**src/sv/sbgr_pkg.sv**
```systemverilog
// ----------------------------------------------------------------------------
// sbgr_pkg: shared types and constants for the six-button gamepad reader
// Phase codes, script step numbers, state and result structs, button packing.
// ----------------------------------------------------------------------------
package sbgr_pkg;

  localparam int unsigned PIN_COUNT = 6;
  localparam int unsigned STEP_W    = 4;
  localparam int unsigned COUNT_W   = 16;
  localparam int unsigned BTN_W     = 12;

  localparam logic [COUNT_W-1:0] SETTLE_RESET = 16'd2500;

  localparam logic [STEP_W-1:0] DET_SAMPLE_HIGH  = 4'd4;
  localparam logic [STEP_W-1:0] DET_SAMPLE_LOW   = 4'd5;
  localparam logic [STEP_W-1:0] DET_LAST         = 4'd7;
  localparam logic [STEP_W-1:0] POLL_SAMPLE_XTRA = 4'd6;
  localparam logic [STEP_W-1:0] POLL_THREE_START = 4'd8;
  localparam logic [STEP_W-1:0] POLL_SAMPLE_LOW  = 4'd9;
  localparam logic [STEP_W-1:0] POLL_LAST        = 4'd10;

  localparam logic [3:0] NIBBLE_ALL = 4'hF;
  localparam logic [3:0] NIBBLE_NONE = 4'h0;

  typedef enum logic [2:0] {
    PH_SETTLE_PRE  = 3'd0,
    PH_DETECT      = 3'd1,
    PH_SETTLE_POST = 3'd2,
    PH_IDLE        = 3'd3,
    PH_POLL        = 3'd4
  } phase_t;

  typedef struct packed {
    phase_t                 phase;
    logic [STEP_W-1:0]      step;
    logic [COUNT_W-1:0]     settle_count;
    logic                   six_btn;
    logic [PIN_COUNT-1:0]   sample_first;
    logic [PIN_COUNT-1:0]   sample_second;
    logic [PIN_COUNT-1:0]   sample_extra;
    logic [BTN_W-1:0]       last_buttons;
  } rd_state_t;

  typedef struct packed {
    logic             select_level;
    logic             state_valid;
    logic [BTN_W-1:0] button_word;
    logic             six_button_pad;
    logic             idle;
  } rd_result_t;

  // Invert the active-low samples and place them into the button word.
  function automatic logic [BTN_W-1:0] pack_buttons(
    input logic [PIN_COUNT-1:0] s_first,
    input logic [PIN_COUNT-1:0] s_second,
    input logic [PIN_COUNT-1:0] s_extra,
    input logic                 six_btn
  );
    logic [PIN_COUNT-1:0] d1;
    logic [PIN_COUNT-1:0] d2;
    logic [PIN_COUNT-1:0] d3;
    d1 = ~s_first;
    d2 = ~s_second;
    d3 = six_btn ? ~s_extra : '0;
    return {d2[5], d3[3:0], d1[5:4], d2[4], d1[3:0]};
  endfunction

endpackage

```
**src/sv/six_button_gamepad_reader_top.sv**
```systemverilog
// ----------------------------------------------------------------------------
// six_button_gamepad_reader_top: select-multiplexed gamepad reader
// Detects three- or six-button pads and polls them one tick per beat.
// ----------------------------------------------------------------------------
// Each input beat is one timing tick (nominally 20 us) carrying the six
// active-low pad lines sampled under the select level from the previous
// result beat, plus a poll request. Every input beat yields exactly one
// result beat in the next cycle: the select level to drive during the next
// tick, a poll-done strobe, the packed 12-bit button word (1 = pressed),
// the detected pad type and an idle flag. After reset the block waits
// settle_ticks ticks, runs detection until the pad answers, waits again,
// and then serves poll requests (three ticks on a three-button pad,
// eleven on a six-button pad). Throughput is one beat per clock; the
// sequencer step is a single combinational pass from the state registers
// into the result register. The input stalls only while a result beat is
// held by out_stall. The user writes settle_ticks through the cfg port only
// while the block is idle, unenforced by the block; it resets to 2500.
module six_button_gamepad_reader_top (
  input  logic                            clk,
  input  logic                            rst_n,
  // configuration write
  input  logic                            cfg_valid,
  output logic                            cfg_ready,
  input  logic [sbgr_pkg::COUNT_W-1:0]    cfg_settle_ticks,
  // tick input
  input  logic                            in_valid,
  output logic                            in_stall,
  input  logic [sbgr_pkg::PIN_COUNT-1:0]  in_pad_pins,
  input  logic                            in_poll_request,
  // result output
  output logic                            out_valid,
  input  logic                            out_stall,
  output logic                            out_select_level,
  output logic                            out_state_valid,
  output logic [sbgr_pkg::BTN_W-1:0]      out_button_word,
  output logic                            out_six_button_pad,
  output logic                            out_idle
);

  logic [sbgr_pkg::COUNT_W-1:0] settle_ticks_r;
  sbgr_pkg::rd_state_t          state_r;
  sbgr_pkg::rd_state_t          state_nxt;
  sbgr_pkg::rd_result_t         res_nxt;
  sbgr_pkg::rd_result_t         res_r;
  logic                         out_valid_r;
  logic                         in_accept;

  // Config register is always writable.
  assign cfg_ready = 1'b1;

  always_ff @(posedge clk) begin
    if (!rst_n) begin
      settle_ticks_r <= sbgr_pkg::SETTLE_RESET;
    end else if (cfg_valid) begin
      settle_ticks_r <= cfg_settle_ticks;
    end
  end

  // Hold the input while a result beat waits downstream.
  assign in_stall  = out_valid_r & out_stall;
  assign in_accept = in_valid & ~in_stall;

  sbgr_step u_step (
    .cur          (state_r),
    .pad_pins     (in_pad_pins),
    .poll_request (in_poll_request),
    .settle_ticks (settle_ticks_r),
    .nxt          (state_nxt),
    .res          (res_nxt)
  );

  // Advance the sequencer once per accepted beat.
  always_ff @(posedge clk) begin
    if (!rst_n) begin
      state_r <= '{phase: sbgr_pkg::PH_SETTLE_PRE, default: '0};
    end else if (in_accept) begin
      state_r <= state_nxt;
    end
  end

  // Result register: load on accept, drop valid once taken.
  always_ff @(posedge clk) begin
    if (!rst_n) begin
      out_valid_r <= 1'b0;
    end else if (in_accept) begin
      out_valid_r <= 1'b1;
    end else if (!out_stall) begin
      out_valid_r <= 1'b0;
    end
  end

  always_ff @(posedge clk) begin
    if (in_accept) begin
      res_r <= res_nxt;
    end
  end

  assign out_valid          = out_valid_r;
  assign out_select_level   = res_r.select_level;
  assign out_state_valid    = res_r.state_valid;
  assign out_button_word    = res_r.button_word;
  assign out_six_button_pad = res_r.six_button_pad;
  assign out_idle           = res_r.idle;

endmodule

```
**src/sv/sbgr_step.sv**
```systemverilog
// ----------------------------------------------------------------------------
// sbgr_step: one tick of the select sequencer
// Computes next state and the tick's result from current state and pins.
// ----------------------------------------------------------------------------
module sbgr_step (
  input  sbgr_pkg::rd_state_t              cur,
  input  logic [sbgr_pkg::PIN_COUNT-1:0]   pad_pins,
  input  logic                             poll_request,
  input  logic [sbgr_pkg::COUNT_W-1:0]     settle_ticks,
  output sbgr_pkg::rd_state_t              nxt,
  output sbgr_pkg::rd_result_t             res
);

  always_comb begin
    sbgr_pkg::rd_state_t st;
    logic sel;
    logic vld;
    logic done;

    st   = cur;
    sel  = 1'b1;
    vld  = 1'b0;
    done = 1'b0;

    // Settle waits: count up, or fall through into the next phase this tick.
    if (st.phase == sbgr_pkg::PH_SETTLE_PRE || st.phase == sbgr_pkg::PH_SETTLE_POST) begin
      if (st.settle_count < settle_ticks) begin
        st.settle_count = st.settle_count + 1'b1;
        done = 1'b1;
      end else begin
        st.phase = (st.phase == sbgr_pkg::PH_SETTLE_PRE) ? sbgr_pkg::PH_DETECT
                                                         : sbgr_pkg::PH_IDLE;
        st.settle_count = '0;
        st.step = '0;
      end
    end

    if (!done && st.phase == sbgr_pkg::PH_DETECT) begin
      sel = st.step[0];
      if (st.step == sbgr_pkg::DET_SAMPLE_HIGH) begin
        st.sample_first = pad_pins;
      end else if (st.step == sbgr_pkg::DET_SAMPLE_LOW) begin
        st.sample_second = pad_pins;
      end
      if (st.step >= sbgr_pkg::DET_LAST) begin
        st.step = '0;
        if (st.sample_first[3:0] == sbgr_pkg::NIBBLE_ALL) begin
          st.six_btn = (st.sample_second[3:0] == sbgr_pkg::NIBBLE_NONE);
          st.phase = sbgr_pkg::PH_SETTLE_POST;
          st.settle_count = '0;
        end
      end else begin
        st.step = st.step + 1'b1;
      end
      done = 1'b1;
    end

    if (!done && st.phase != sbgr_pkg::PH_POLL) begin
      // Idle; any unused phase code is handled as idle.
      st.phase = sbgr_pkg::PH_IDLE;
      if (poll_request) begin
        st.phase = sbgr_pkg::PH_POLL;
        st.step = st.six_btn ? '0 : sbgr_pkg::POLL_THREE_START;
      end else begin
        done = 1'b1;
      end
    end

    if (!done && st.phase == sbgr_pkg::PH_POLL) begin
      if (st.step >= sbgr_pkg::POLL_LAST) begin
        sel = 1'b1;
        st.sample_first = pad_pins;
        st.last_buttons = sbgr_pkg::pack_buttons(st.sample_first, st.sample_second,
                                                 st.sample_extra, st.six_btn);
        vld = 1'b1;
        st.phase = sbgr_pkg::PH_IDLE;
        st.step = '0;
      end else begin
        sel = st.step[0];
        if (st.step == sbgr_pkg::POLL_SAMPLE_XTRA) begin
          st.sample_extra = pad_pins;
        end else if (st.step == sbgr_pkg::POLL_SAMPLE_LOW) begin
          st.sample_second = pad_pins;
        end
        st.step = st.step + 1'b1;
      end
    end

    nxt = st;
    res.select_level   = sel;
    res.state_valid    = vld;
    res.button_word    = st.last_buttons;
    res.six_button_pad = st.six_btn;
    res.idle           = (st.phase == sbgr_pkg::PH_IDLE);
  end

endmodule
```
**config.mk**
```make
export PLATFORM = sky130hd
export DESIGN_NAME = six_button_gamepad_reader_top
export DESIGN_NICKNAME = d
export VERILOG_FILES = /design/src/sv/sbgr_pkg.sv /design/src/sv/six_button_gamepad_reader_top.sv /design/src/sv/sbgr_step.sv
export SDC_FILE = /design/constraint.sdc
export NUM_CORES = 1
export LEC_CHECK = 0
export BUFFER_PORTS_ARGS = -buffer_cell sky130_fd_sc_hd__buf_2
export CORE_ASPECT_RATIO = 2
export CORE_MARGIN = 2
export CORE_UTILIZATION = 60
export DETAILED_ROUTE_END_ITERATION = 8
export GPL_TIMING_DRIVEN = 0
export PLACE_DENSITY = 0.81
export SETUP_SLACK_MARGIN = 0.1
export SLEW_MARGIN = 10
export SYNTH_ARGS = -nofsm -noshare
export SYNTH_HDL_FRONTEND = slang
export SYNTH_SLANG_ARGS = --single-unit
```
**constraint.sdc**
```tcl
create_clock -name clk -period 10.7 [get_ports clk]
set_input_delay 2.14 -clock clk [delete_from_list [all_inputs] [get_ports clk]]
set_output_delay 2.14 -clock clk [all_outputs]
set_load 0.01 [all_outputs]
```
Word-level counts from Yosys, hierarchy flattened
Cells that the tools add are included.
Operators by class
  multiplexer cells: 40
  $lt $le $gt $ge: 3
  $add $sub $neg: 3
  equal/unequal tests: 11
  bitwise gates (word level): 7
  reductions and logical operators: 10
Operator list (count)
  $mux 6: 9
  $mux 36: 1
  $mux 17: 2
  $mux 30: 1
  $mux 7: 4
  $mux 12: 2
  $mux 23: 1
  $add 16x1->16 const B: 1
  $lt 16x16->1: 1
  $mux 16: 1
  $mux 4: 4
  $eq 4x3->1 const B: 3
  $not 6->6: 2
  $mux 1: 11
  $mux 3: 3
  $add 4x1->4 const B: 2
  $eq 4x4->1 const B: 2
  $eq 3x2->1 const B: 2
  $ge 4x3->1 const B: 1
  $ge 4x4->1 const B: 1
  $logic_not 4->1: 1
  $not 4->4: 1
  $reduce_and 4->1: 1
  $eq 3x1->1 const B: 1
  10 further kinds: 16
Word-level totals
  output and inout port bits: 19
  register bits after elaboration: 87
  word-level logic and storage cells: 89
  input port bits: 28

Depth between registers and ports, before layout
Gate-level depths: netlist of the first run.
  depth in word-level cells: 20
  depth in mapped cells: 23
  mapped depth without buffers: 21

Hierarchy
A second synthesis of the first run with hierarchy kept.
Unflattened totals
  cells, all modules: 608
  area, all modules: 5445.2 sq um
Modules (own cells, without submodules)
  six_button_gamepad_reader_top: cells each 308, area an instance 3355.7 sq um, times used 1, seq. area each 1901.8 sq um
  sbgr_step: cells each 300, area an instance 2089.5 sq um, times used 1, seq. area each 0.0 sq um

Least setup slack after synthesis of the first run
OpenSTA, ideal clock, no wires.
  kind: input to output
  start point: input out_stall
  end point: output in_stall
  buffers on the path: 0
  required time: 8.560 ns
  setup slack: 6.269 ns
  cell stages on the path: 2
  data arrival time: 2.291 ns
  cell sequence: nand2_1 > inv_1
On the way
  cells in the longest elaborated chain, start to end: 1
Ends and longest elaborated chain
  from (decl): RTL line six_button_gamepad_reader_top.sv:32  | input logic out_stall,
  $and 1x1->1: RTL line six_button_gamepad_reader_top.sv:60  | assign in_stall = out_valid_r & out_stall;
  to (decl): RTL line six_button_gamepad_reader_top.sv:27  | output logic in_stall,
Every way passes these cells.

==> key figures, run 1 <==
Timing
  • Skew final: ~0.0087 ns
  • Tightest Pin Transition: 0.902 ns
  • Final number of hold-violating endpoints: 0
  • Fin. max-slew vios: 0
  • Final critical path time including I/O delays and setup: about 5.7 ns
  • Sum of negative setup slack: 0 ns
  • Achievable Freq: between 150 and 200 MHz
  • Total of endpoints with negative setup slack in the final report: 0
  • Setup slack after layout: roughly 5.0 ns
  • Setup repair after global routing missed its margin: false
  • Part of the cycle the worst path needs: 0.536
  • Slew margin rel.: 0.392

Run status
  • Status: completed

GRT
  • Number of antenna violations at the first check in global routing: 0
  • Overall Global Routing Usage: 0.343
  • Pin count of the biggest net entering global routing: 26
  • First-pass GRT wire length: around 22000 µm
  • Total overflow reported by the global router: 0
  • Number of global-route vias before repair: around 4.6k

Pwr
  • Leakage: 0.00216 µW
  • Psw: between 150 and 200 µW
  • Sequential power share: 0.482
  • Max IR drop VDD: approximately 0.12 mV
  • Power density relative to cell area: 128 mW/mm²
  • Cell-internal power: roughly 510 µW
  • Portion of total power attributed to combinational logic: 0.099
  • Switching part of the total: 0.260
  • Clock power share: 0.418

Routing
  • Total Wirelength: ~14000 µm
  • Detailed-routing iteration count for the pre-antenna-repair pass: 6
  • Initial drt markers: 489
  • Number of remaining DRC errors: 0
  • Vias per inst: between 6 and 7
  • Post-route ant nets: 0
  • Detailed-route wire length per cell: about 20 µm
  • Via count: about 4.7k

Finish
  • Post-route non-filler standard cell count: slightly above 700
  • Antenna fix cells: 0
  • Fraction of final layout cells sized beyond drive strength 1: 0.120
  • Number of filler instances in the final layout: between 600 and 700
  • Net total in the final layout: 664
  • Area of combinational cells with multiple inputs: roughly 0.0027 mm²
  • Final instance area: between 0.005 and 0.006 mm²
  • Combined flip-flop and latch cell area: 0.00182 mm²
  • Area growth from synthesis to final layout: 12.8%

Die
  • Die height: ~130 µm
  • Num rows: 45
  • # IOs: between 40 and 50
  • Die area: approximately 0.0087 mm²
  • Starting Density: 0.622
  • Chip Width: 66.8 µm
  • Floorplan Core Area: around 0.0076 mm²

Synthesis
  • Instance count of the mapped netlist: 560
  • Syn Nets: 610
  • Ranking of synthesized cells by instance count: 67 x dfxtp_1, 56 x nor2_1, 54 x nand2_1, 41 x o21ai_0, 38 x a21oi_1
  • Proportion of synthesized chip area in sequential cells: 0.385
  • Main area contributors after synthesis: dfxtp_1 28%, edfxtp_1 10%, ha_1 5.8%
  • Share of the synthesized area in the top cell type: 0.284
  • Prevailing post-synth register cell: dfxtp_1
  • Area of the mapped netlist: ~0.0047 mm²
  • Most frequent cell after synthesis: dfxtp_1
  • Synthesized area per cell: around 8.4 µm²
  • EDFF count, synth: 16
  • Netlist cell types: 69
  • FF+latch count, synth: 83
  • Synth area leader: dfxtp_1
  • Yosys warning total: 0
  • Post-synthesis async set-or-reset flop share: 0

CTS
  • Root buf cell: clkbuf_16
  • Clock buffer depth: 2
  • Clock transition at the registers of the reported paths: approximately 0.060 ns
  • Setup fix buffers added after clock tree synthesis: 0
  • Maximum level of the CTS H-tree: 3
  • CTS-repair resized insts: 0
  • TritonCTS clock tree: done
  • Insertion delay of the later-clocked pin in the worst-skew pair: around 0.34 ns
  • CTS Buf Count: 9
  • Sink count of the clock tree: 83
  • Hold bufs inserted after CTS: 0

Setup path
  • Crit Path Max Fanout: 10
  • Critical path class: reg -> reg
  • Kind of start point of the critical path: flip-flop
  • Data arrival time of the worst path: a little under 6 ns
  • Kind of capture point of the worst setup path: flip-flop
  • Worst EP required: ~11 ns

Placed design
  • Worst setup slack after placement: 5.14 ns
  • Number of input and output port buffers inserted: between 40 and 50
  • Weighted congestion at the end of routability-driven global placement: roughly 1.0
  • Inst Count DP: 697
  • Post-place instance area: 0.00506 mm²
  • Half-perimeter wire length of the detailed placement result: approximately 10000 µm

Job
  • Max-cap viol count: 0

Min path
  • Worst Hold Class: reg -> reg
placed cells by master, fill, tap and decap left out, types with 4 or more instances in the layout:
| master | count |
|---|---|
| inv_1 | 27 |
| o21ai_0 | 41 |
| buf_2 | 44 |
| mux2i_1 | 26 |
| or3_1 | 7 |
| nand3_1 | 21 |
| o311ai_0 | 13 |
| a31oi_1 | 6 |
| nand2_1 | 54 |
| edfxtp_1 | 16 |
| o211ai_1 | 9 |
| a21oi_1 | 38 |
| nand3b_1 | 9 |
| o41ai_1 | 5 |
| nand2b_1 | 9 |
| o31ai_1 | 7 |
| nand4_1 | 7 |
| nor2_1 | 56 |
| clkbuf_1 | 30 |
| nor3_1 | 4 |
| ha_1 | 22 |
| clkbuf_16 | 9 |
| o21a_1 | 5 |
| dfxtp_1 | 67 |
| and2_1 | 6 |
| and3_1 | 13 |
path summary, 6_finish.rpt:
path | end | from | slack (ns) | cells past startpoint
hold / removal | state_r[30]$_SDFFE_PN0P_ | state_r[30]$_SDFFE_PN0P_ | 0.46 | 2
setup / recovery | out_button_word[10]$_DFFE_PP_ | state_r[44]$_SDFFE_PN0P_ | 4.96 | 20
setup reg to reg | out_button_word[10]$_DFFE_PP_ | state_r[44]$_SDFFE_PN0P_ | 4.96 | 20
hold reg to reg | state_r[30]$_SDFFE_PN0P_ | state_r[30]$_SDFFE_PN0P_ | 0.46 | 2
metal layers:
layer,vias up,global-route usage,share of wire
li1,2170,-,-
met1,2168,0.330,0.34
met2,251,0.626,0.53
met3,81,0.0538,0.055
met4,0,0.257,0.074
met5,-,0,0
state kept, by name (all words and copies together), names as in the netlist:
register	flops
out_button_word	12
out_idle	1
out_select_level	1
out_six_button_pad	1
out_state_valid	1
out_valid	1
settle_ticks_r	16
state_r	50
worst max-delay path: stages (launching register included):
cell and delay, ns:
dfxtp_1 0.37, ha_1 0.34, nand4_1 0.20, a311oi_2 0.38, a31o_2 0.21, o21ai_1 0.19, nand2_1 0.18, inv_1 0.08
ha_1 0.24, a21oi_1 0.26, nor2b_1 0.26, o21a_1 0.17, a31oi_1 0.05, a211oi_1 0.76, inv_1 0.15, ha_1 0.22
clkbuf_1 0.25, nor3_2 0.50, clkbuf_1 0.39, o21ai_0 0.19, o31ai_1 0.13
stage by stage:
stage,util,hold slack (ns),power [µW]
2_1_floorplan,-,0.435,378
6_report,0.702,0.464,685
4_1_cts,0.702,0.460,684
5_1_grt,0.702,0.471,702
3_3_place_gp,0.666,0.441,401
3_5_place_dp,0.666,0.451,404
cells by family after synthesis:
group           share of synthesized area
flops                               0.385
other cells                      0.000793
simple gates                        0.219
fa+ha+maj                          0.0582
mux                                0.0598
compound gates                      0.219
buf+inv                            0.0542
xor+xnor                          0.00370
final cells by class:
class                   instances  share of cell area
inverters                      28              0.0197
well taps                      94              0.0220
plain buffers                  35              0.0286
repair buffers                 43              0.0403
clock buffers                  11              0.0436
multi-input cells             414               0.497
flip-flops and latches         83               0.341
clock inverters                 5             0.00750
power groups by stage:
stage	clock network (µW)	registers [µW]	logic, µW
2_1_floorplan	0	338	40.5
3_3_place_gp	0	337	64.6
3_5_place_dp	0	337	66.4
4_1_cts	287	330	66.8
5_1_grt	297	331	74.1
6_report	286	330	68.1
Power figures use the tool's default switching activity.
==> inputs of run 2 (changes only) <==
- CORE_UTILIZATION: 60 -> 59
- PLACE_DENSITY: 0.81 -> 0.8
- clock period: 10.7 -> 5.3 ns (I/O delays scaled with it)
==> key figures, run 2 (same netlist as run 1, synthesis figures left out) <==
CTS
  • TritonCTS clock tree: done
  • CTS Buf Count: 9 (unchanged)
  • Insertion delay of the later-clocked pin in the worst-skew pair: 0.35 ns (about the same)
  • Clock buffer depth: 2 (unchanged)
  • Clock transition at the registers of the reported paths: 0.07 ns (about the same)
  • Sink count of the clock tree: 83 (unchanged)
  • Hold bufs inserted after CTS: 0 (unchanged)
  • Root buf cell: clkbuf_16
  • Maximum level of the CTS H-tree: 3 (unchanged)

Finish
  • Antenna fix cells: 0 (unchanged)
  • Fraction of final layout cells sized beyond drive strength 1: 0.141 (+0.0219)
  • Number of flip-flops in the largest register: 50 (unchanged)
  • Leading cell type in the layout, fill and taps excluded: dfxtp_1
  • Net total in the final layout: 667 (+0.45%)
  • Area growth from synthesis to final layout: 14.9%
  • Final instance area: 0.00543 mm² (+1.8%)
  • Number of filler instances in the final layout: 671 (+7.9%)
  • Commonest cells after routing, fill and taps aside: 67 x dfxtp_1, 55 x nor2_1, 54 x nand2_1
  • Top reg by flops: state_r

Run status
  • Status: completed

Setup path
  • Kind of start point of the critical path: flip-flop
  • Crit-path most repeated cell: ha_1
  • Slowest cell on the critical path: a211oi_2
  • Critical path class: reg -> reg
  • Kind of capture point of the worst setup path: flip-flop
  • Crit Path Max Fanout: 10 (unchanged)
  • Data arrival time of the worst path: 4.96 ns (-0.91 ns)
  • Max incr delay on CP: 0.47 ns (-0.29 ns)
  • Cell chain of the critical path: ha_1, nand4_1, a311oi_2, a31o_2, o21ai_2, and2_1, ha_1, a21oi_2, nor2b_2, o21a_1, nor2_1, a211oi_2, inv_1, ha_1, clkbuf_4, nor3_4, clkbuf_1, o21ai_0, o31ai_1
  • Worst EP required: 5.46 ns (-5.37 ns)

Timing
  • Setup slack after layout: 0.495 ns (-4.47 ns)
  • Skew final: 0.00672 ns (-0.00200 ns)
  • Final critical path time including I/O delays and setup: 4.80 ns (-0.934 ns)
  • Part of the cycle the worst path needs: 0.907 (+0.370)
  • Final number of hold-violating endpoints: 0 (unchanged)
  • Slew margin rel.: 0.509 (+0.117)
  • Setup repair after global routing missed its margin: false
  • Total of endpoints with negative setup slack in the final report: 0 (unchanged)
  • Achievable Freq: 208 MHz (+19%)
  • Fin. max-slew vios: 0 (unchanged)
  • Tightest Pin Transition: 0.736 ns (-0.166 ns)

Pwr
  • Psw: 377 µW (+110%)
  • Clock power share: 0.449 (+0.031)
  • Switching part of the total: 0.259 (-0.000725)
  • Sequential power share: 0.458 (-0.024)
  • Portion of total power attributed to combinational logic: 0.093 (-0.006)
  • Power density relative to cell area: 268 mW/mm² (+110%)
  • Max IR drop VDD: 0.247 mV (+110%)
  • Leakage: 0.00222 µW (+2.9%)
  • Cell-internal power: 1080 µW (+110%)

Die
  • Num rows: 46 (+2.2%)
  • # IOs: 47 (unchanged)
  • Die area: 0.00879 mm² (+1.6%)
  • Starting Density: 0.604 (-0.0180)
  • Floorplan Core Area: 0.00783 mm² (+3.0%)
  • Chip Width: 67.3 µm (+0.79%)
  • Die height: 131 µm (+0.82%)

Routing
  • Detailed-route wire length per cell: 17.0 µm (-13%)
  • Detailed-routing iteration count for the pre-antenna-repair pass: 5 (-1)
  • Initial drt markers: 424 (-13%)
  • Total Wirelength: 12200 µm (-13%)
  • Number of remaining DRC errors: 0 (unchanged)
  • Vias per inst: 6.18 (-5.7%)
  • Via count: 4435 (-5.0%)
  • Post-route ant nets: 0 (unchanged)

Placed design
  • Post-place instance area: 0.00507 mm² (about the same)
  • Worst setup slack after placement: -0.172 ns (-5.32 ns)
  • Number of input and output port buffers inserted: 43 (unchanged)
  • Weighted congestion at the end of routability-driven global placement: 0.987 (-3.7%)
  • Half-perimeter wire length of the detailed placement result: 8680 µm (-16%)

GRT
  • Overall Global Routing Usage: 0.298 (-0.0450)
  • Number of global-route vias before repair: 4131 (-10%)
  • Pin count of the biggest net entering global routing: 26 (unchanged)
  • Number of antenna violations at the first check in global routing: 0 (unchanged)
  • Total overflow reported by the global router: 0 (unchanged)
  • First-pass GRT wire length: 19900 µm (-11%)

Job
  • Max-cap viol count: 0 (unchanged)

Min path
  • Worst Hold Class: reg -> reg
## run 2: changes by cell type in the layout (fill, tap and decap cells not counted), sizes merged
cell	before	now
clkbuf	40	38
clkinvlp	3	1
buf	49	52
inv	27	31
clkinv	3	2
bufinv	0	1
## run 2: power groups by stage
stage / sequential (µW) / clock [µW] / combinational [µW]
after floorplan: 682 / 0 / 81.8
after global placement: 680 / 0 / 128
after detailed placement: 680 / 0 / 131
after CTS: 666 / 655 / 133
after global routing: 668 / 684 / 150
final: 666 / 654 / 135
## run 2: area by class of cell
class,instances,area [µm²],share of cell area
clock buffers,9,225,0.0414
multi-input cells,414,2680,0.494
plain buffers,35,158,0.0290
inverters,28,105,0.0193
well taps,96,120,0.0221
repair buffers,46,238,0.0437
flip-flops and latches,83,1820,0.335
clock inverters,7,83.8,0.0154
## run 2: routing by layer
layer,GRT usage,vias to the layer above,part of all wire
met5,0,-,0
met1,0.381,2093,0.44
li1,-,2176,-
met3,0.0574,13,0.052
met4,0.109,0,0.016
met2,0.492,153,0.49
## run 2: worst paths after layout
check / from / endpoint / slack (ns) / cells past startpoint
worst max register to register: state_r[44]$_SDFFE_PN0P_ / out_button_word[10]$_DFFE_PP_ / 0.50 / 19
worst max-delay path: state_r[44]$_SDFFE_PN0P_ / out_button_word[10]$_DFFE_PP_ / 0.50 / 19
worst min-delay path: state_r[11]$_SDFFE_PN0P_ / state_r[11]$_SDFFE_PN0P_ / 0.46 / 2
worst min register to register: state_r[11]$_SDFFE_PN0P_ / state_r[11]$_SDFFE_PN0P_ / 0.46 / 2
## run 2: per-stage QoR
step | setup TNS, ns | std cells | util | power (µW) | hold WS [ns]
final | 0 | 718 | 0.694 | 1460 | 0.461
after global routing | 0 | 718 | 0.694 | 1500 | 0.482
after floorplan | 0 | 560 | - | 764 | 0.435
after CTS | 0 | 715 | 0.689 | 1450 | 0.465
after detailed placement | -1.73 | 699 | 0.647 | 811 | 0.451
after global placement | -1.97 | 699 | 0.647 | 808 | 0.441
## run 2: critical path: cells and delay by family, from the launching register on
family / cells / cell delay (ns)
AO/OA/AOI/OAI: 8 / 1.74
buffers and inverters: 3 / 0.69
adder cells (fa/ha/maj): 3 / 0.76
AND/OR/NAND/NOR: 5 / 1.04
flip-flops: 1 / 0.39
## run 2: repair_timing
action / 4_1_cts / 5_1_grt
pin swaps: 1 / 3
resized for setup: 4 / 9
buffers inserted: 0 / 3
setup endpoints to repair: 42 / 41
